===== config.mk =====
export PLATFORM = sky130hd
export DESIGN_NAME = dicom_time_string_checker_core_flat
export DESIGN_NICKNAME = d
export VERILOG_FILES = /design/src/hdl/tsc_pkg.sv /design/src/hdl/tsc_if.sv /design/src/hdl/tsc_scan.sv /design/src/hdl/tsc_final.sv /design/src/hdl/dicom_time_string_checker_core.sv /design/src/flat_wrapper.sv
export SDC_FILE = /design/constraint.sdc
export NUM_CORES = 1
export LEC_CHECK = 0
export BUFFER_PORTS_ARGS = -buffer_cell sky130_fd_sc_hd__buf_2
export CAP_MARGIN = 20
export CELL_PAD_IN_SITES_DETAIL_PLACEMENT = 0
export CELL_PAD_IN_SITES_GLOBAL_PLACEMENT = 2
export CORE_MARGIN = 3
export CORE_UTILIZATION = 41
export DETAILED_ROUTE_END_ITERATION = 6
export GPL_TIMING_DRIVEN = 0
export PLACE_DENSITY_LB_ADDON = 0.1
export SLEW_MARGIN = 15
export SYNTH_ARGS = -nofsm -noshare
export SYNTH_HDL_FRONTEND = slang
export SYNTH_SLANG_ARGS = --single-unit

===== constraint.sdc =====
create_clock -name clk -period 7 [get_ports clk]
set_input_delay 0.35 -clock clk [delete_from_list [all_inputs] [get_ports clk]]
set_output_delay 0.35 -clock clk [all_outputs]
set_load 0.1 [all_outputs]

===== src/hdl/tsc_pkg.sv =====
// tsc_pkg: shared types and constants of the time string checker
// no dependencies; imported by the scan stage, the final stage and the top level
`default_nettype none

package tsc_pkg;

  // character codes
  localparam logic [7:0] CH_COLON = 8'h3A;
  localparam logic [7:0] CH_DASH  = 8'h2D;
  localparam logic [7:0] CH_DOT   = 8'h2E;
  localparam logic [7:0] CH_SPACE = 8'h20;
  localparam logic [7:0] CH_ZERO  = 8'h30;
  localparam logic [7:0] CH_NINE  = 8'h39;

  // saturation limits
  localparam logic [29:0] FRAC_MAX  = 30'd999999999;
  localparam logic [5:0]  COUNT_MAX = 6'd63;

  // result codes, first error in check order wins
  typedef enum logic [3:0] {
    ERR_NONE       = 4'd0,
    ERR_TOO_LONG   = 4'd1,
    ERR_COLON      = 4'd2,
    ERR_RANGE_BAR  = 4'd3,
    ERR_TWO_DASH   = 4'd4,
    ERR_DOT        = 4'd5,
    ERR_SPACE      = 4'd6,
    ERR_BAD_CHAR   = 4'd7,
    ERR_OVER_SIX   = 4'd8,
    ERR_DIGIT_CNT  = 4'd9,
    ERR_BAD_TIME   = 4'd10,
    ERR_FRACTION   = 4'd11,
    ERR_EQUAL_ENDS = 4'd12,
    ERR_REVERSED   = 4'd13
  } err_t;

  // configuration register contents
  typedef struct packed {
    logic       ranges_allowed;
    logic [5:0] max_length;
    logic [5:0] max_length_ranges;
    logic [5:0] max_second;
  } cfg_t;

  // everything the final checks need from one finished text
  typedef struct packed {
    logic             truncated;
    err_t             fatal_code;
    logic             seen_colon;
    logic             in_range;
    logic [1:0][5:0]  digit_count;
    logic [1:0][23:0] bcd;
    logic [1:0][19:0] value;
    logic [1:0][29:0] fraction;
    logic [1:0]       fraction_present;
  } snap_t;

endpackage

`default_nettype wire


===== src/hdl/tsc_if.sv =====
// tsc_if: handshake channels of the time string checker
// character input, result output and configuration write; no dependencies
`default_nettype none

interface tsc_char_if;
  logic       valid;
  logic       ready;
  logic [7:0] ch;
  logic       last;
  modport source (output valid, ch, last, input ready);
  modport sink   (input valid, ch, last, output ready);
endinterface

interface tsc_res_if;
  logic       valid;
  logic       ready;
  logic       valid_res;
  logic [3:0] error_code;
  logic       old_format;
  modport source (output valid, valid_res, error_code, old_format, input ready);
  modport sink   (input valid, valid_res, error_code, old_format, output ready);
endinterface

interface tsc_cfg_if;
  logic       valid;
  logic       ready;
  logic [7:0] index;
  logic [7:0] data;
  modport source (output valid, index, data, input ready);
  modport sink   (input valid, index, data, output ready);
endinterface

`default_nettype wire


===== src/hdl/tsc_scan.sv =====
// tsc_scan: input register and per-character state update of the time checker
// depends on tsc_pkg and tsc_char_if; hands a snapshot of each finished text on
`default_nettype none

module tsc_scan
  import tsc_pkg::*;
#(
  parameter int LENGTH_LIMIT = 63
) (
  input  wire logic  clk,
  input  wire logic  rst,
  input  wire cfg_t  cfg,
  tsc_char_if.sink   chars,
  output logic       snap_valid,
  output snap_t      snap,
  input  wire logic  snap_take
);

  // input register
  logic       in_valid;
  logic [7:0] in_ch;
  logic       in_last;
  logic       advance;

  // per-text state
  logic       [5:0]  position, position_next;
  logic              in_range, in_range_next;
  logic              in_fraction, in_fraction_next;
  logic              pending_dot, pending_dot_next;
  logic              seen_colon, seen_colon_next;
  logic              truncated, truncated_next;
  err_t              fatal_code, fatal_code_next;
  logic [1:0][5:0]   digit_count, digit_count_next;
  logic [1:0][23:0]  bcd, bcd_next;
  logic [1:0][19:0]  value, value_next;
  logic [1:0][29:0]  fraction, fraction_next;
  logic [1:0]        fraction_present, fraction_present_next;

  logic [5:0]  limit_sel;
  logic [5:0]  limit;

  // a last character may only go through when the snapshot slot frees up
  assign advance     = in_valid && (!in_last || !snap_valid || snap_take);
  assign chars.ready = !in_valid || advance;

  always_ff @(posedge clk) begin
    if (rst) begin
      in_valid <= 1'b0;
    end else if (chars.ready) begin
      in_valid <= chars.valid;
    end
    if (chars.valid && chars.ready) begin
      in_ch   <= chars.ch;
      in_last <= chars.last;
    end
  end

  // character limit, capped by the build-time maximum
  assign limit_sel = cfg.ranges_allowed ? cfg.max_length_ranges : cfg.max_length;
  assign limit     = (int'(limit_sel) > LENGTH_LIMIT) ? 6'(LENGTH_LIMIT) : limit_sel;

  // next state for the character in the input register
  always_comb begin
    logic        t;
    logic        is_digit;
    logic [3:0]  d;
    logic        last_counted;
    logic [33:0] frac_calc;
    logic        dot_failed;

    position_next         = position;
    in_range_next         = in_range;
    in_fraction_next      = in_fraction;
    pending_dot_next      = pending_dot;
    seen_colon_next       = seen_colon;
    truncated_next        = truncated;
    fatal_code_next       = fatal_code;
    digit_count_next      = digit_count;
    bcd_next              = bcd;
    value_next            = value;
    fraction_next         = fraction;
    fraction_present_next = fraction_present;

    t            = in_range;
    is_digit     = (in_ch >= CH_ZERO) && (in_ch <= CH_NINE);
    d            = 4'(in_ch - CH_ZERO);
    last_counted = in_last || (6'(position + 6'd1) == limit);
    frac_calc    = {4'b0, fraction[t]} * 34'd10 + 34'(d);
    dot_failed   = 1'b0;

    if (position >= limit) begin
      // past the limit: only the dot lookahead still matters
      truncated_next = 1'b1;
      if (pending_dot) begin
        pending_dot_next = 1'b0;
        if (!is_digit && fatal_code == ERR_NONE) fatal_code_next = ERR_DOT;
      end
    end else begin
      position_next = 6'(position + 6'd1);
      if (fatal_code == ERR_NONE) begin
        if (pending_dot) begin
          pending_dot_next = 1'b0;
          if (!is_digit) begin
            fatal_code_next = ERR_DOT;
            dot_failed      = 1'b1;
          end
        end
        if (!dot_failed) begin
          if (is_digit) begin
            if (in_fraction) begin
              // fraction saturates at FRAC_MAX, the largest nine-digit value
              fraction_next[t] = (frac_calc > 34'(FRAC_MAX)) ? FRAC_MAX : frac_calc[29:0];
              fraction_present_next[t] = 1'b1;
            end else begin
              if (digit_count[t] < 6'd6) begin
                bcd_next[t]   = {bcd[t][19:0], d};
                value_next[t] = 20'(value[t] * 20'd10 + 20'(d));
              end
              if (digit_count[t] != COUNT_MAX) begin
                digit_count_next[t] = 6'(digit_count[t] + 6'd1);
              end
            end
          end else begin
            case (in_ch)
              CH_COLON: begin
                if (in_fraction || digit_count[t] == 6'd0) fatal_code_next = ERR_COLON;
                else seen_colon_next = 1'b1;
              end
              CH_DASH: begin
                if (!cfg.ranges_allowed) begin
                  fatal_code_next = ERR_RANGE_BAR;
                end else if (in_range) begin
                  fatal_code_next = ERR_TWO_DASH;
                end else begin
                  in_range_next    = 1'b1;
                  in_fraction_next = 1'b0;
                end
              end
              CH_DOT: begin
                if (in_fraction) begin
                  fatal_code_next = ERR_DOT;
                end else begin
                  pending_dot_next = 1'b1;
                  in_fraction_next = 1'b1;
                end
              end
              CH_SPACE: begin
                // space only as the last checked character at an odd index
                if (!last_counted || !position[0]) fatal_code_next = ERR_SPACE;
              end
              default: fatal_code_next = ERR_BAD_CHAR;
            endcase
          end
        end
      end
    end

    // a dot left hanging at the end of the text
    if (in_last && pending_dot_next && fatal_code_next == ERR_NONE) begin
      fatal_code_next = ERR_DOT;
    end
  end

  // state registers, cleared after each finished text
  always_ff @(posedge clk) begin
    if (rst || (advance && in_last)) begin
      position         <= '0;
      in_range         <= 1'b0;
      in_fraction      <= 1'b0;
      pending_dot      <= 1'b0;
      seen_colon       <= 1'b0;
      truncated        <= 1'b0;
      fatal_code       <= ERR_NONE;
      digit_count      <= '0;
      bcd              <= '0;
      value            <= '0;
      fraction         <= '0;
      fraction_present <= '0;
    end else if (advance) begin
      position         <= position_next;
      in_range         <= in_range_next;
      in_fraction      <= in_fraction_next;
      pending_dot      <= pending_dot_next;
      seen_colon       <= seen_colon_next;
      truncated        <= truncated_next;
      fatal_code       <= fatal_code_next;
      digit_count      <= digit_count_next;
      bcd              <= bcd_next;
      value            <= value_next;
      fraction         <= fraction_next;
      fraction_present <= fraction_present_next;
    end
  end

  // snapshot register toward the final checks
  always_ff @(posedge clk) begin
    if (rst) begin
      snap_valid <= 1'b0;
    end else if (advance && in_last) begin
      snap_valid <= 1'b1;
    end else if (snap_take) begin
      snap_valid <= 1'b0;
    end
    if (advance && in_last) begin
      snap.truncated        <= truncated_next;
      snap.fatal_code       <= fatal_code_next;
      snap.seen_colon       <= seen_colon_next;
      snap.in_range         <= in_range_next;
      snap.digit_count      <= digit_count_next;
      snap.bcd              <= bcd_next;
      snap.value            <= value_next;
      snap.fraction         <= fraction_next;
      snap.fraction_present <= fraction_present_next;
    end
  end

endmodule

`default_nettype wire


===== src/hdl/tsc_final.sv =====
// tsc_final: time field and range checks of a finished text, result register
// depends on tsc_pkg and tsc_res_if; fed by the snapshot of tsc_scan
`default_nettype none

module tsc_final
  import tsc_pkg::*;
(
  input  wire logic  clk,
  input  wire logic  rst,
  input  wire cfg_t  cfg,
  input  wire logic  snap_valid,
  input  wire snap_t snap,
  output logic       snap_take,
  tsc_res_if.source  results
);

  err_t code;
  logic old;

  // two bcd digits as a number
  function automatic logic [7:0] pair_value(input logic [7:0] b);
    pair_value = 8'(b[7:4] * 8'd10) + 8'(b[3:0]);
  endfunction

  // field checks of one time
  function automatic err_t check_time(input logic [5:0] n, input logic [23:0] b,
                                      input logic fp, input logic [5:0] max_sec);
    logic [7:0] h;
    logic [7:0] m;
    logic [7:0] s;
    h = '0;
    m = '0;
    s = '0;
    if (n == 6'd6) begin
      h = pair_value(b[23:16]);
      m = pair_value(b[15:8]);
      s = pair_value(b[7:0]);
    end else if (n == 6'd4) begin
      h = pair_value(b[15:8]);
      m = pair_value(b[7:0]);
    end else if (n == 6'd2) begin
      h = pair_value(b[7:0]);
    end
    if (n > 6'd6) check_time = ERR_OVER_SIX;
    else if (n[0]) check_time = ERR_DIGIT_CNT;
    else if (h > 8'd23 || m > 8'd59 || s > {2'b0, max_sec}) check_time = ERR_BAD_TIME;
    else if (fp && (n == 6'd2 || n == 6'd4)) check_time = ERR_FRACTION;
    else check_time = ERR_NONE;
  endfunction

  // code selection in check order
  always_comb begin
    err_t c0;
    err_t c1;
    err_t range_code;
    c0 = check_time(snap.digit_count[0], snap.bcd[0], snap.fraction_present[0],
                    cfg.max_second);
    c1 = check_time(snap.digit_count[1], snap.bcd[1], snap.fraction_present[1],
                    cfg.max_second);
    range_code = c0;
    if (snap.in_range && snap.digit_count[1] != 6'd0) begin
      if (range_code == ERR_NONE) range_code = c1;
      if (range_code == ERR_NONE) begin
        if (snap.value[0] == snap.value[1]) begin
          if (snap.fraction[0] == snap.fraction[1]) range_code = ERR_EQUAL_ENDS;
          else if (snap.fraction[0] > snap.fraction[1]) range_code = ERR_REVERSED;
        end else if (snap.value[0] > snap.value[1]) begin
          range_code = ERR_REVERSED;
        end
      end
    end
    if (snap.truncated) code = ERR_TOO_LONG;
    else if (snap.fatal_code != ERR_NONE) code = snap.fatal_code;
    else code = range_code;
    old = (snap.fatal_code == ERR_NONE) && snap.seen_colon;
  end

  assign snap_take = snap_valid && (!results.valid || results.ready);

  // result register
  always_ff @(posedge clk) begin
    if (rst) begin
      results.valid <= 1'b0;
    end else if (snap_take) begin
      results.valid <= 1'b1;
    end else if (results.ready) begin
      results.valid <= 1'b0;
    end
    if (snap_take) begin
      results.valid_res  <= (code == ERR_NONE);
      results.error_code <= code;
      results.old_format <= old;
    end
  end

endmodule

`default_nettype wire


===== src/hdl/dicom_time_string_checker_core.sv =====
// dicom_time_string_checker_core: top level of the time string checker
// depends on tsc_pkg, tsc_if, tsc_scan and tsc_final; holds the configuration registers
//
// Takes a time text of the form HH[MM[SS[.frac]]], optionally a START-END range,
// one character per transaction with last marking the final one, and gives one
// result per text: pass flag, the first error code and the colon-form flag. A
// character is accepted every clock cycle, except that the last character of a
// text waits while the snapshot register is full and not taken; the per-character
// state update in the scan stage is combinational and sets that rate. The result
// of a text passes through the input register, the snapshot register and the result
// register, and a stalled result holds back only a text's last character while the
// snapshot register is full. Configuration is written through its own channel,
// which is always ready, and should be changed only while no text is in flight.
`default_nettype none

module dicom_time_string_checker_core
  import tsc_pkg::*;
#(
  parameter int LENGTH_LIMIT = 63
) (
  input  wire logic clk,
  input  wire logic rst,
  tsc_char_if.sink  chars,
  tsc_res_if.source results,
  tsc_cfg_if.sink   cfg
);

  // register indexes
  localparam logic [7:0] REG_RANGES_ALLOWED    = 8'd0;
  localparam logic [7:0] REG_MAX_LENGTH        = 8'd1;
  localparam logic [7:0] REG_MAX_LENGTH_RANGES = 8'd2;
  localparam logic [7:0] REG_MAX_SECOND        = 8'd3;

  cfg_t  cfg_regs;
  logic  snap_valid;
  snap_t snap;
  logic  snap_take;

  assign cfg.ready = 1'b1;

  // configuration registers
  always_ff @(posedge clk) begin
    if (rst) begin
      cfg_regs.ranges_allowed    <= 1'b0;
      cfg_regs.max_length        <= 6'd16;
      cfg_regs.max_length_ranges <= 6'd28;
      cfg_regs.max_second        <= 6'd60;
    end else if (cfg.valid && cfg.ready) begin
      unique case (cfg.index)
        REG_RANGES_ALLOWED:    cfg_regs.ranges_allowed    <= cfg.data[0];
        REG_MAX_LENGTH:        cfg_regs.max_length        <= cfg.data[5:0];
        REG_MAX_LENGTH_RANGES: cfg_regs.max_length_ranges <= cfg.data[5:0];
        REG_MAX_SECOND:        cfg_regs.max_second        <= cfg.data[5:0];
        default: ;
      endcase
    end
  end

  // character scan
  tsc_scan #(
    .LENGTH_LIMIT (LENGTH_LIMIT)
  ) u_scan (
    .clk        (clk),
    .rst        (rst),
    .cfg        (cfg_regs),
    .chars      (chars),
    .snap_valid (snap_valid),
    .snap       (snap),
    .snap_take  (snap_take)
  );

  // final checks and result
  tsc_final u_final (
    .clk        (clk),
    .rst        (rst),
    .cfg        (cfg_regs),
    .snap_valid (snap_valid),
    .snap       (snap),
    .snap_take  (snap_take),
    .results    (results)
  );

endmodule

`default_nettype wire


===== src/flat_wrapper.sv =====
// flat-port wrapper written by rule: the top's interface ports become plain ports
module dicom_time_string_checker_core_flat import tsc_pkg::*;
#(
  parameter int LENGTH_LIMIT = 63
)
  (clk, rst, chars_valid, chars_ch, chars_last, chars_ready, results_valid, results_valid_res, results_error_code, results_old_format, results_ready, cfg_valid, cfg_index, cfg_data, cfg_ready);
  tsc_char_if chars_i ();
  tsc_res_if results_i ();
  tsc_cfg_if cfg_i ();
  input  wire logic clk;
  input  wire logic rst;
  input wire logic [$bits(chars_i.valid)-1:0] chars_valid;
  input wire logic [$bits(chars_i.ch)-1:0] chars_ch;
  input wire logic [$bits(chars_i.last)-1:0] chars_last;
  output wire logic [$bits(chars_i.ready)-1:0] chars_ready;
  output wire logic [$bits(results_i.valid)-1:0] results_valid;
  output wire logic [$bits(results_i.valid_res)-1:0] results_valid_res;
  output wire logic [$bits(results_i.error_code)-1:0] results_error_code;
  output wire logic [$bits(results_i.old_format)-1:0] results_old_format;
  input wire logic [$bits(results_i.ready)-1:0] results_ready;
  input wire logic [$bits(cfg_i.valid)-1:0] cfg_valid;
  input wire logic [$bits(cfg_i.index)-1:0] cfg_index;
  input wire logic [$bits(cfg_i.data)-1:0] cfg_data;
  output wire logic [$bits(cfg_i.ready)-1:0] cfg_ready;
  assign chars_i.valid = chars_valid;
  assign chars_i.ch = chars_ch;
  assign chars_i.last = chars_last;
  assign chars_ready = chars_i.ready;
  assign results_valid = results_i.valid;
  assign results_valid_res = results_i.valid_res;
  assign results_error_code = results_i.error_code;
  assign results_old_format = results_i.old_format;
  assign results_i.ready = results_ready;
  assign cfg_i.valid = cfg_valid;
  assign cfg_i.index = cfg_index;
  assign cfg_i.data = cfg_data;
  assign cfg_ready = cfg_i.ready;
  dicom_time_string_checker_core #(.LENGTH_LIMIT(LENGTH_LIMIT)) u_core (.clk(clk), .rst(rst), .chars(chars_i), .results(results_i), .cfg(cfg_i));
endmodule

==> results of run 1 <==
==> flip-flops by register name, indices dropped and copies added (netlist names), 2 cells and up <==
name / flops
u_core.u_scan.snap: 165
u_core.u_scan.fraction: 60
u_core.u_scan.bcd: 48
u_core.u_scan.value: 40
u_core.cfg_regs: 19
u_core.u_scan.digit_count: 12
u_core.u_scan.in_ch: 8
u_core.u_scan.position: 6
u_core.u_final.results.error_code: 4
u_core.u_scan.fatal_code: 4
u_core.u_scan.fraction_present: 2
==> placed cells by master, fill, tap and decap left out, types with 55 or more instances in the layout <==
| cell | instances |
|---|---|
| nand2_1 | 381 |
| nor2_1 | 328 |
| ha_1 | 206 |
| dfxtp_1 | 199 |
| edfxtp_1 | 180 |
| a21oi_1 | 119 |
| inv_1 | 116 |
| clkbuf_1 | 113 |
| o21ai_0 | 101 |
| nor3_1 | 82 |
| xnor2_1 | 67 |
| nand3_1 | 62 |
| buf_2 | 58 |
| mux2_2 | 55 |
==> worst reg2reg max path, cell delays in order (launching register included) <==
cell	delay [ns]
dfxtp_1	0.43
buf_6	0.25
clkbuf_4	0.32
clkbuf_4	0.31
mux2_2	0.41
ha_1	0.30
ha_1	0.25
fa_1	0.45
a211oi_4	0.40
buf_4	0.19
o22ai_1	0.13
nor4b_2	0.32
buf_4	0.17
and4_1	0.21
buf_4	0.18
and4_1	0.25
xnor2_2	0.17
nor3b_1	0.30
a211oi_2	0.14
nor4_2	0.33
o31a_1	0.30
buf_6	0.17
buf_2	0.28
a31oi_1	0.19
==> power by group through the flow <==
stage               logic (mW)  registers, mW  clock network (mW)
floorplan                0.220           2.45                   0
global placement         0.326           2.47                   0
detailed placement       0.336           2.46                   0
CTS                      0.342           2.41                2.33
global route             0.381           2.42                2.41
finish                   0.340           2.41                2.28
==> area by class of cell <==
cell class | count | share of cell area, %
Clock inverter | 12 | 0.5347
Tap cell | 765 | 3.557
Multi-Input combinational cell | 2048 | 51.01
Buffer | 136 | 2.167
Timing Repair Buffer | 56 | 1.516
Sequential cell | 379 | 34.89
Inverter | 117 | 1.632
Clock buffer | 68 | 4.696
==> metrics by stage <==
stage / setup WS [ns] / TNS [ns] / util (%) / instance area, sq um
2_1_floorplan: 0.5081 / 0 / - / 24000
3_3_place_gp: -2.042 / -392.00 / 43.47 / 25130
3_5_place_dp: -1.803 / -179.58 / 43.70 / 25260
4_1_cts: 0.02096 / 0 / 46.41 / 26830
5_1_grt: 0.04247 / 0 / 46.55 / 26910
6_report: 0.2499 / 0 / 46.55 / 26910
==> cells by family (layout without fill, tap and decap cells) <==
logic type | after synthesis | after routing | share of synthesized area [%]
other cells | 1 | 1 | 0.01563
simple gates | 1091 | 1091 | 21.03
xor+xnor | 114 | 114 | 4.224
compound gates | 538 | 538 | 15.40
mux | 81 | 81 | 3.874
flops | 379 | 379 | 39.13
fa+ha+maj | 223 | 223 | 12.12
buf+inv | 255 | 389 | 4.208
==> metal layers <==
metal	track usage (%)	up-vias	wire length, um
met5	0	-	0
met4	10.02	0	3034
met3	3.209	126	3276
met2	41.18	476	35420
met1	30.08	9644	31830
li1	-	9879	-
==> worst min path at each step <==
stage                                                 to  slack [ns]
finish                   u_core.cfg_regs[1]$_SDFFE_PP0P_        0.06
global route             u_core.cfg_regs[1]$_SDFFE_PP0P_        0.09
CTS                      u_core.cfg_regs[7]$_SDFFE_PP0P_        0.03
detailed placement       u_core.cfg_regs[9]$_SDFFE_PP1P_        0.45
global placement         u_core.cfg_regs[9]$_SDFFE_PP1P_        0.44
floorplan           u_core.u_scan.truncated$_SDFFE_PP0P_        0.43
==> what timing repair did <==
item                                   CTS  global route
hold buffers                            10             0
gates resized for setup                 14            19
pin swaps                                1             3
buffers inserted                         2             2
endpoints found under the hold margin   10             0
setup endpoints to repair              128            98
==> results.md, run 1 <==
- Among cell families on the critical path, the largest total delay comes from buffers and inverters.
- The instance count on the critical path is 23.
- The share of the synthesized area in the top cell type is 22.53%.
- The first-pass iteration count of the detailed router is 7.
- At the worst endpoint, the required time is 7.27 ns.
- The CTS clock-pin slew for the worst setup and hold paths is about 0.060 ns.
- The number of DRC markers in iteration 0 is ~1300.
- The post-synthesis cell area is 24000 sq um.
- Walking the worst path, the cells encountered are buf_6 > clkbuf_4 > clkbuf_4 > mux2_2 > ha_1 > ha_1 > fa_1 > a211oi_4 > buf_4 > o22ai_1 > nor4b_2 > buf_4 > and4_1 > buf_4 > and4_1 > xnor2_2 > nor3b_1 > a211oi_2 > nor4_2 > o31a_1 > buf_6 > buf_2 > a31oi_1.
- The power share of the combinational group is a little under 7%.
- The worst reg2reg path depth is 23.
- STA classifies the critical path endpoint as a flop.
- The part of the power in registers is 48.0%.
- The largest single stage delay on the critical path is between 0.4 and 0.5 ns.
- The count of max-cap constraint violations is 0.
- The placed cell count is 3489.
- The number of slew-limit violations in the final report is 0.
- Routability-driven placement finished with a final weighted congestion of approximately 0.86.
- After detailed routing, the average wire length per cell comes to about 20 um.
- The static leakage is 10.89 nW.
- The share of flip-flops with an asynchronous set or reset is 0%.
- The site row count is between 80 and 90.
- In this run the critical register-to-register path is captured at u_core.u_scan.snap[40]$_DFFE_PP_.
- The number of global-route vias before repair was slightly below 20000.
- The area used by multi-input combinational logic is 13730 sq um.
- The horizontal extent of the die is between 200 and 250 um.
- The number of enable flip-flop cells after synthesis is between 150 and 200.
- After synthesis, the cell types taking the most area are edfxtp_1 (23%), dfxtp_1 (17%), ha_1 (11%), nand2_1 (6.0%), nor2_1 (5.1%).
- The startpoint identified for the worst register-to-register timing path is u_core.u_scan.in_range$_SDFFE_PP0P_.
- The Yosys warning count is 0.
- The TritonCTS clock tree is yes.
- The cell count after synthesis is 2682.
- The part of the cycle the worst path needs is 96.43%.
- The endpoint of the most critical setup path is u_core.u_scan.snap[40]$_DFFE_PP_.
- The checks that failed: design-rule violations.
- The clock insertion delay at the later pin of the skew report is 0.58 ns.
- The worst setup path is launched from a flop.
- The area of the placeable core is between 50000 and 60000 sq um.
- The critical-path cell with the highest stage delay is fa_1.
- The internal power consumption is ~3.8 mW.
- The layout-stage area growth over the synthesis result is 12.15%.
- The routed via count is between 20000 and 25000.
- In this run the worst setup path begins at u_core.u_scan.in_range$_SDFFE_PP0P_.
- 39 I/O pins were placed.
- The number of antenna violations at the first check in global routing was 1.
- The number of clock sinks is between 300 and 400.
- Sorting the synthesized cells by how often they occur yields nand2_1 (381), nor2_1 (328), ha_1 (206).
- Final hold analysis gives a worst-case slack of 0.06468 ns.
- The pin count of the biggest net entering global routing is 59.
- For this run, design rule violations remaining after detail routing come to 1.
- The time the worst path needs with I/O delays and setup is slightly below 7 ns.
- Of the total power, the share spent switching nets is between 20% and 30%.
- Cells with a size suffix above 1 make up 9.553% of the layout.
- Buffers placed on the I/O ports in this run total 35.
- The number of fillers in the final layout is between 5000 and 6000.
- The count of non-filler cells in the finished layout is roughly 3600.
- The number of buffers inserted during clock tree synthesis is 44.
- The overall fraction of global-route tracks in use is roughly a quarter.
- The switching power summed over all nets is around 1.2 mW.
- The height of the die is about 250 um.
- The most common cell in the synthesized netlist is nand2_1.
- The number of nets in the final layout is between 3000 and 4000.
- The share of total power dissipated in the clock network is between 40% and 50%.
- The cell sitting at the root of the clock tree is a clkbuf_16.
- The maximum fanout along the worst path is 19.
- The wire length of the first global-routing pass is between 100000 and 150000 um.
- The count of nets left with antenna violations once routing finished came out at 0.
- The arrival time of data at the critical path endpoint is 7.02 ns.
- The number of buffers on the longest clock path is 3.
- The setup-violating endpoint count in the final report is 0.
- The depth of the CTS H-tree is 2.
- In this run, synthesis produced a sequential element count of between 300 and 400.
- The flip-flop and latch area is between 9000 and 10000 sq um.
- In the routed layout, each cell is associated on average with a via count of ~5.6.
- 0 antenna diodes ended up in the layout.
- In the synthesized netlist the dominant register cell turns out to be dfxtp_1.
- The number of failing hold endpoints at the final stage came to 0.
- The post-synthesis net count is roughly 2900.
- The worst relative slew slack is roughly 33%.
- The worst hold path passes through 3 cells.
- The routed design has roughly 74000 um of wire.
- Between clock sinks in the finished design, the worst skew comes to around 0.032 ns.
- The total power per unit cell area is around 190 nW/um^2.
- The final total power is about 5.0 mW.
- The total overflow reported by the global router is 0.
- The half-perimeter wire length after placement is between 50000 and 60000 um.
- The tightest min-delay check is of the in2reg type.
- The effective utilization at floorplan is approximately 42%.
- Dividing the synthesized area by the synthesized cell count gives 8.947 sq um.
- The critical hold path startpoint is cfg_data[1].
- edfxtp_1 takes more of the synthesized area than any other cell.
- For the pin with the worst max-slew slack, the measured transition is 0.9890 ns.
- The overall die area is slightly above 60000 sq um.
- The count of distinct cell types in the synthesized netlist is 98.
- The peak clock frequency supported by timing is 0.1481 GHz.
- Setup repair after global routing left no endpoint under its margin.
- Among the stages of the critical path, the cell type that occurs most often is buf_4.
- The sequential element share of the synthesized area is 39.13%.
- By startpoint and endpoint, the worst setup path is classified as reg2reg.
- The flow ran to the end, but the final reports show violations.
- The largest voltage drop on the vdd net is between 0.1 and 0.15 mV.
- The worst setup slack for register-to-register paths is between 0.2 and 0.25 ns.
- The critical path contains buffers and inverters numbering 8 combined.
(Power assumes the default switching activity.)
==> run 2, diff against run 1 <==
--- a/config.mk
+++ b/config.mk
@@ -10,11 +10,12 @@
 export CELL_PAD_IN_SITES_DETAIL_PLACEMENT = 0
 export CELL_PAD_IN_SITES_GLOBAL_PLACEMENT = 2
 export CORE_MARGIN = 3
-export CORE_UTILIZATION = 41
+export CORE_UTILIZATION = 42
 export DETAILED_ROUTE_END_ITERATION = 6
 export GPL_TIMING_DRIVEN = 0
 export PLACE_DENSITY_LB_ADDON = 0.1
 export SLEW_MARGIN = 15
 export SYNTH_ARGS = -nofsm -noshare
 export SYNTH_HDL_FRONTEND = slang
+export SYNTH_HIERARCHICAL = 1
 export SYNTH_SLANG_ARGS = --single-unit
==> run 2 against run 1 <==
Effect of this change:
- the run now ends clean
- worst hold slack lost 0.016 ns
- power up 1.1%
- non-clock buffer count decreased by 28
- sequential cell count increased by 1
- die area decreased by 1.9%
- critical path depth shrank 4
- critical path type unchanged
- critical endpoint is now u_core/u_scan/snap[10]$_DFFE_PP_
- largest power group unchanged
- highest routed layer unchanged
==> results.md, run 2 <==
- The run finished with clean final reports.
- The final hold slack is a little under 0.05 ns.
- For this block, the initial DRC count from the detailed router was ~1200.
- For this run, the slowest stage of the critical path takes around 0.51 ns.
- The count of max-cap constraint violations is 0.
- The cell sitting at the root of the clock tree is a clkbuf_16.
- The synthesized netlist occupies a cell area of about 24000 sq um.
- The finished layout cell area is roughly 27000 sq um.
- The worst reg2reg path depth is 19.
- The pin count of the biggest net entering global routing is 52.
- The time the worst path needs with I/O delays and setup is ~6.7 ns.
- OpenSTA, run right after detailed placement, puts the worst setup slack at -1.630 ns.
- The worst path meets setup with about 0.25 ns of slack.
- In this run the worst hold path is classified as in2reg.
- The overall fraction of global-route tracks in use is a little under a quarter.
- The register with the most flip-flops in the layout has 166 of them.
- The most common cell after layout, fill and taps aside is nor2_1.
- The clock drives 380 sinks.
- The sequential cells in the finished layout cover a total of about 9400 sq um.
- The critical-path cell with the highest stage delay is a211oi_1.
- The number of global-route vias before repair is 18870.
- Once detail routing completed, the nets flagged for antenna violations numbered 0.
- The area used by multi-input combinational logic is about 14000 sq um.
- The number of nets in the final layout is between 2000 and 3000.
- For the worst setup path, the data required time is 7.25 ns.
- Counting every net in the synthesized netlist gives around 2800.
- TritonCTS built the clock tree.
- Clock skew on the completed layout was measured at roughly 0.026 ns.
- The number of buffers on the longest clock path is 3.
- The clock reaches the later pin of the worst-skew pair after between 0.5 and 0.6 ns.
- For this run, design rule violations remaining after detail routing come to 0.
- The region available for standard cell placement spans about 57000 sq um.
- The largest voltage drop on the vdd net is 0.1404 mV.
- The largest registers in the layout are u_core/u_scan/snap (166), u_core/u_scan/fraction (60), u_core/u_scan/bcd (48).
- The type of destination of the critical path is a flop.
- After technology mapping, the gate count stands at 2542.
- The setup-violating endpoint count in the final report is 0.
- The die is around 250 um tall.
- Setup repair after global routing left no endpoint under its margin.
- The half-perimeter wire length after placement is between 50000 and 60000 um.
- The count of non-filler cells in the finished layout is about 3400.
- The maximum fanout along the worst path is 19.
- After floorplanning, the core was divided into 87 placement rows.
- The final weighted congestion of routability-driven global placement is about 0.86.
- STA classifies the critical path startpoint as a flop.
- The core utilization of the finished layout is between 40 and 50%.
- The cell area after placement is roughly 25000 sq um.
- For this configuration, the core starts out at a cell density of between 40 and 50%.
- The fraction of final layout cells sized beyond drive strength 1 is between 10% and 20%.
- The top register by number of flip-flops is u_core/u_scan/snap.
- The routed via count is just under 20000.
- At the worst endpoint, the arrival time is between 6 and 7 ns.
- The top cell types in the final layout, fill and taps aside, are nor2_1 (310), ha_1 (206), dfxtp_1 (198).
- Timing would allow up to ~0.15 GHz.
- The horizontal extent of the die is around 250 um.
- For this run, the detailed router's first-pass iteration total came to 6.
- Walking the worst path, the cells encountered are clkbuf_8 > buf_2 > mux2_2 > ha_1 > ha_1 > fa_1 > a211oi_1 > o22ai_1 > and4bb_1 > and4_1 > clkbuf_1 > xnor2_1 > o32ai_1 > a211oi_1 > a211oi_2 > o21bai_4 > a21oi_4 > buf_2 > a31oi_1.
- The total overflow reported by the global router is 0.
- The static leakage is 10.89 nW.
- The area growth from synthesis to layout is 11.40%.
- In this run the mean area of a mapped cell was 9.485 sq um.
- The number of slew-limit violations in the final report is 0.
- Yosys printed 6 warnings.
- The number of failing hold endpoints at the final stage was 0.
- The reg-to-reg critical path startpoint is u_core/u_scan/in_range$_SDFFE_PP0P_.
- The CTS clock-pin slew for the worst setup and hold paths is ~0.060 ns.
- Once placement completed, the tool counted placed cells totaling between 3000 and 4000.
- At the pin with the least slew margin, the transition time is 1.032 ns.
- The die covers slightly above 60000 sq um.
- The sum of negative setup slack is 0 ns.
- The worst setup path category is reg2reg.
- The mean number of vias per cell is roughly 5.6.
- The final wirelength is 68960 um.
- For this design the ratio of total power to cell area is 189.3 nW/um^2.
- The number of fillers in the final layout is 5384.
- The post-detailed-route wirelength per cell is slightly above 20 um.
- The worst setup slack for register-to-register paths is roughly 0.25 ns.
- The number of top-level design ports is 39.
- The number of antenna violations at the first check in global routing came to 0.
- In this run the tightest slew margin relative to its limit is a little under a third.
- The endpoint identified for the worst register-to-register timing path is u_core/u_scan/snap[10]$_DFFE_PP_.
- The wire length of the first global-routing pass is 107200 um.
- The number of cells on the worst hold path is 3.
- Buffers placed on the I/O ports in this run total 35.
- The critical hold path startpoint is chars_valid.
- The clock tree synthesis step divided the H-tree into 2 levels.
- The worst hold path terminates at u_core/u_scan/in_valid$_SDFFE_PP0N_.
- Total power for the finished layout comes to slightly above 5 mW.
- TritonCTS created 42 clock buffers.
- The part of the cycle the worst path needs is roughly 96%.
run 2: area by class of cell:
cell class              instances  area share [%]
multi-input cells            1938           51.52
flip-flops and latches        380           35.07
clock buffers                  62           4.616
well taps                     756           3.522
plain buffers                 115           1.887
inverters                     107           1.495
repair buffers                 49           1.323
clock inverters                16          0.5543
diodes                          1        0.009317
run 2: how the worst max path moves through the flow:
stage / slack, ns / to / from / depth (start not counted)
final: 0.25 / u_core/u_scan/snap[10]$_DFFE_PP_ / u_core/u_scan/in_range$_SDFFE_PP0P_ / 19
after floorplan: 0.71 / u_core/u_scan/snap[23]$_DFFE_PP_ / u_core/u_scan/in_range$_SDFFE_PP0P_ / 21
after global routing: 0.006 / u_core/u_scan/snap[9]$_DFFE_PP_ / u_core/u_scan/in_range$_SDFFE_PP0P_ / 20
after CTS: 0.07 / u_core/u_scan/snap[9]$_DFFE_PP_ / u_core/u_scan/in_range$_SDFFE_PP0P_ / 19
after detailed placement: -1.63 / u_core/u_scan/snap[9]$_DFFE_PP_ / u_core/u_scan/in_range$_SDFFE_PP0P_ / 21
after global placement: -1.55 / u_core/u_scan/snap[8]$_DFFE_PP_ / u_core/u_scan/in_range$_SDFFE_PP0P_ / 22
run 2: timing repair:
item / CTS / global route
gates resized for setup: 7 / 8
setup buffers: 0 / 2
hold buffers: 9 / 0
hold endpoints to repair: 9 / 0
pin swaps: 0 / 1
setup endpoints to repair: 148 / 107
run 2: critical path: cells and delay by family, from the launching register on:
kind / cells / cell delay [ns]
AOI/OAI and AO/OA: 8 / 2.19
xor gates and xnor gates: 1 / 0.27
adders and majority gates: 3 / 0.99
buffers and inverters: 4 / 1.37
DFF: 1 / 0.49
muxes: 1 / 0.45
and+or+nand+nor: 2 / 0.67
run 2: where the power goes:
| part | switching (mW) | total (mW) | internal [mW] |
|---|---|---|---|
| Sequential | 0.0411 | 2.43 | 2.39 |
| Combinational | 0.265 | 0.420 | 0.155 |
| Clock | 0.926 | 2.24 | 1.31 |
run 2: per-layer routing:
layer / share of wire [%] / global-route usage (%) / vias up / routed length (um)
met5: 0 / 0 / - / 0
met3: 3.6 / 2.453 / 95 / 2490
met2: 47 / 38.30 / 400 / 32710
met4: 2.4 / 6.096 / 0 / 1644
li1: - / - / 9466 / -
met1: 47 / 30.70 / 9277 / 32110
==> run 3, diff against run 2 <==
--- a/config.mk
+++ b/config.mk
@@ -14,6 +14,7 @@
 export DETAILED_ROUTE_END_ITERATION = 6
 export GPL_TIMING_DRIVEN = 0
 export PLACE_DENSITY_LB_ADDON = 0.1
+export SETUP_SLACK_MARGIN = 0.3
 export SLEW_MARGIN = 15
 export SYNTH_ARGS = -nofsm -noshare
 export SYNTH_HDL_FRONTEND = slang
==> constraint.sdc (replaced) <==
create_clock -name clk -period 7 [get_ports clk]
set_input_delay 0.35 -clock clk [delete_from_list [all_inputs] [get_ports clk]]
set_output_delay 0.35 -clock clk [all_outputs]
set_load 0.01 [all_outputs]
==> run 3 against run 2 <==
Effect of this change:
- power down 0.24%
- die area unchanged
- via count about the same
- critical path type unchanged
- critical endpoint is now u_core/u_scan/snap[8]$_DFFE_PP_
==> results.md, run 3 (synthesis results as in run 2) <==
- The run finished with clean final reports.
- The peak clock frequency supported by timing is roughly 0.16 GHz.
- The finished cells cover roughly 27000 sq um.
- The worst slack at placement is -1.630 ns.
- The number of DRC markers in iteration 0 is 1342.
- The final layout contains approximately 2900 nets.
- The measured slew at the worst slew-check pin is 1.027 ns.
- In this run the count of I/O pins placed on the die edge is 39.
- The placed instances occupy a cell area of between 20000 and 30000 sq um.
- In the final timing run, aggregate negative setup slack is 0 ns.
- The final wirelength is slightly below 70000 um.
- Leaving out fill and tap cells, the most frequent cells in the layout are nor2_1 (310), ha_1 (205), dfxtp_1 (199).
- Measured along the x axis, the die boundary spans 245.6 um.
- The post-detailed-route wirelength per cell is 20.16 um.
- The routed via count is 19240.
- Leaving out fill and tap cells, the most frequent cell in the layout is nor2_1.
- For this run, design rule violations remaining after detail routing come to 0.
- The area of the placeable core is approximately 57000 sq um.
- The worst hold path belongs to the class in2reg.
- The buffer type at the clock tree root is clkbuf_16.
- By instance count, the cell type seen most on the critical path is clkbuf_4.
- For this run, the detailed router's first-pass iteration total came to 6.
- Routability-driven placement finished with a final weighted congestion of 0.8581.
- The largest voltage drop on the vdd net is approximately 0.14 mV.
- For this configuration, the core starts out at a cell density of ~43%.
- The fraction of final layout cells sized beyond drive strength 1 is 13.09%.
- The pin count of the biggest net entering global routing is between 50 and 60.
- The number of global-route vias before repair is 18910.
- The number of buffers inserted during clock tree synthesis is 42.
- The top cell family by delay on the critical path is simple AND/OR/NAND/NOR gates.
- The first global-routing pass estimated between 100000 and 150000 um of wire.
- The maximum fanout along the worst path is 10.
- The total power per unit cell area is approximately 190 nW/um^2.
- The clock insertion delay at the later pin of the skew report is between 0.5 and 0.6 ns.
- The largest registers in the layout are u_core/u_scan/snap (166), u_core/u_scan/fraction (60), u_core/u_scan/bcd (48).
- The arrival time of data at the critical path endpoint is about 6.6 ns.
- Setup repair after global routing left no endpoint under its margin.
- The worst pin sits at a relative slew slack of a little under a third.
- Setup violations remaining at the end of the flow were counted as 0.
- STA classifies the critical path endpoint as a flop.
- Once detailed placement completed, the half-perimeter wirelength came to around 53000 um.
- For this run, the slowest stage of the critical path takes between 0.5 and 0.6 ns.
- The time the worst path needs with I/O delays and setup is 6.366 ns.
- The critical-path cell with the highest stage delay is or4b_4.
- The number of buffers on the longest clock path is 3.
- The height of the die is 245.6 um.
- The clock drives 380 sinks.
- The die covers between 60000 and 70000 sq um.
- The post-route antenna net violation count is 0.
- The worst path uses 90.94% of the clock period.
- Walking the worst path, the cells encountered are clkbuf_4 > clkbuf_8 > buf_4 > clkbuf_8 > buf_6 > mux2_2 > ha_1 > ha_1 > clkbuf_4 > nand4_1 > o211ai_1 > a41oi_1 > or4_1 > a211oi_1 > or4b_4 > or2_4 > nor3_2 > xnor2_1 > o21bai_4 > a21oi_4 > clkbuf_4 > a31oi_1.
- The top register by number of flip-flops is u_core/u_scan/snap.
- The overall fraction of global-route tracks in use is 22.66%.
- The number of failing hold endpoints at the final stage is 0.
- The layout-stage area growth over the synthesis result is 12.13%.
- The final setup skew is between 0.02 and 0.025 ns.
- The depth of the CTS H-tree is 2.
- The number of slew-limit violations in the final report is 0.
- The number of input and output port buffers inserted is 35.
- Dividing the detail-routed via count by the number of cells gives 5.608.
- The CTS clock-pin slew for the worst setup and hold paths is around 0.060 ns.
- The buffers plus inverters on the worst setup path is 7.
- The setup slack after layout is 0.6343 ns.
- Data on the critical path is required at its endpoint by slightly above 7 ns.
- Summed over all layers, the global routing overflow is 0.
- The TritonCTS clock tree is yes.
- The register with the most flip-flops in the layout has about 170 of them.
- The number of antenna violations at the first check in global routing is 0.
- The floorplan has 87 rows.
- The critical path is of the reg2reg type.
- The count of max-cap constraint violations is 0.
- Summed over all cells, the static leakage comes to approximately 11 nW.
- The startpoint kind of the worst setup timing path is a flop.
-- run 3: path summary, 6_finish.rpt --
check	startpoint	end	slack, ns	depth (start not counted)
max reg2reg	u_core/u_scan/in_range$_SDFFE_PP0P_	u_core/u_scan/snap[8]$_DFFE_PP_	0.63	22
min reg2reg	u_core/u_scan/truncated$_SDFFE_PP0P_	u_core/u_scan/truncated$_SDFFE_PP0P_	0.46	2
max	u_core/u_scan/in_range$_SDFFE_PP0P_	u_core/u_scan/snap[8]$_DFFE_PP_	0.63	22
min	chars_valid	u_core/u_scan/in_valid$_SDFFE_PP0N_	0.05	3
-- run 3: per-layer routing --
layer	routed length [um]	global-route usage [%]	vias up
met2	32910	38.48	424
met4	1597	6.009	0
met5	0	0	-
met3	2747	2.442	93
li1	-	-	9480
met1	31920	30.75	9245
-- run 3: tightest hold or removal path, delay by kind of cell --
family | cells | cell delay, ns
buf+inv | 2 | 0.16
compound gates | 1 | 0.06
-- run 3: area by class of cell --
| class | count | area, sq um |
|---|---|---|
| Fill cell | 5374 | 29570 |
| Multi-Input combinational cell | 1938 | 13920 |
| Sequential cell | 380 | 9419 |
| Clock buffer | 62 | 1240 |
| Tap cell | 756 | 945.9 |
| Buffer | 117 | 559.3 |
| Inverter | 107 | 401.6 |
| Timing Repair Buffer | 54 | 392.9 |
| Clock inverter | 16 | 148.9 |
| Antenna cell | 1 | 2.502 |
-- run 3: timing repair --
action                     in CTS  in global routing
setup endpoints to repair     160                116
buffers inserted                3                  4
gates resized for setup        22                 30
pin swaps                       2                  4
hold buffers                    9                  0
hold endpoints to repair        9                  0
-- run 3: through the flow --
step	total power [mW]	hold WS, ns	std cells	util, %
after detailed placement	2.879	0.4489	3336	44.72
final	5.071	0.05100	3431	47.76
after global routing	5.265	0.02149	3430	47.76
after floorplan	2.742	0.4191	2542	-
after global placement	2.870	0.4413	3333	44.58
after CTS	5.126	0.01074	3426	47.50
-- run 3: power breakdown --
part	internal [mW]	total, mW	switching, mW
logic	0.155	0.410	0.255
clock network	1.31	2.23	0.924
registers	2.39	2.43	0.0412
total	3.85	5.07	1.22
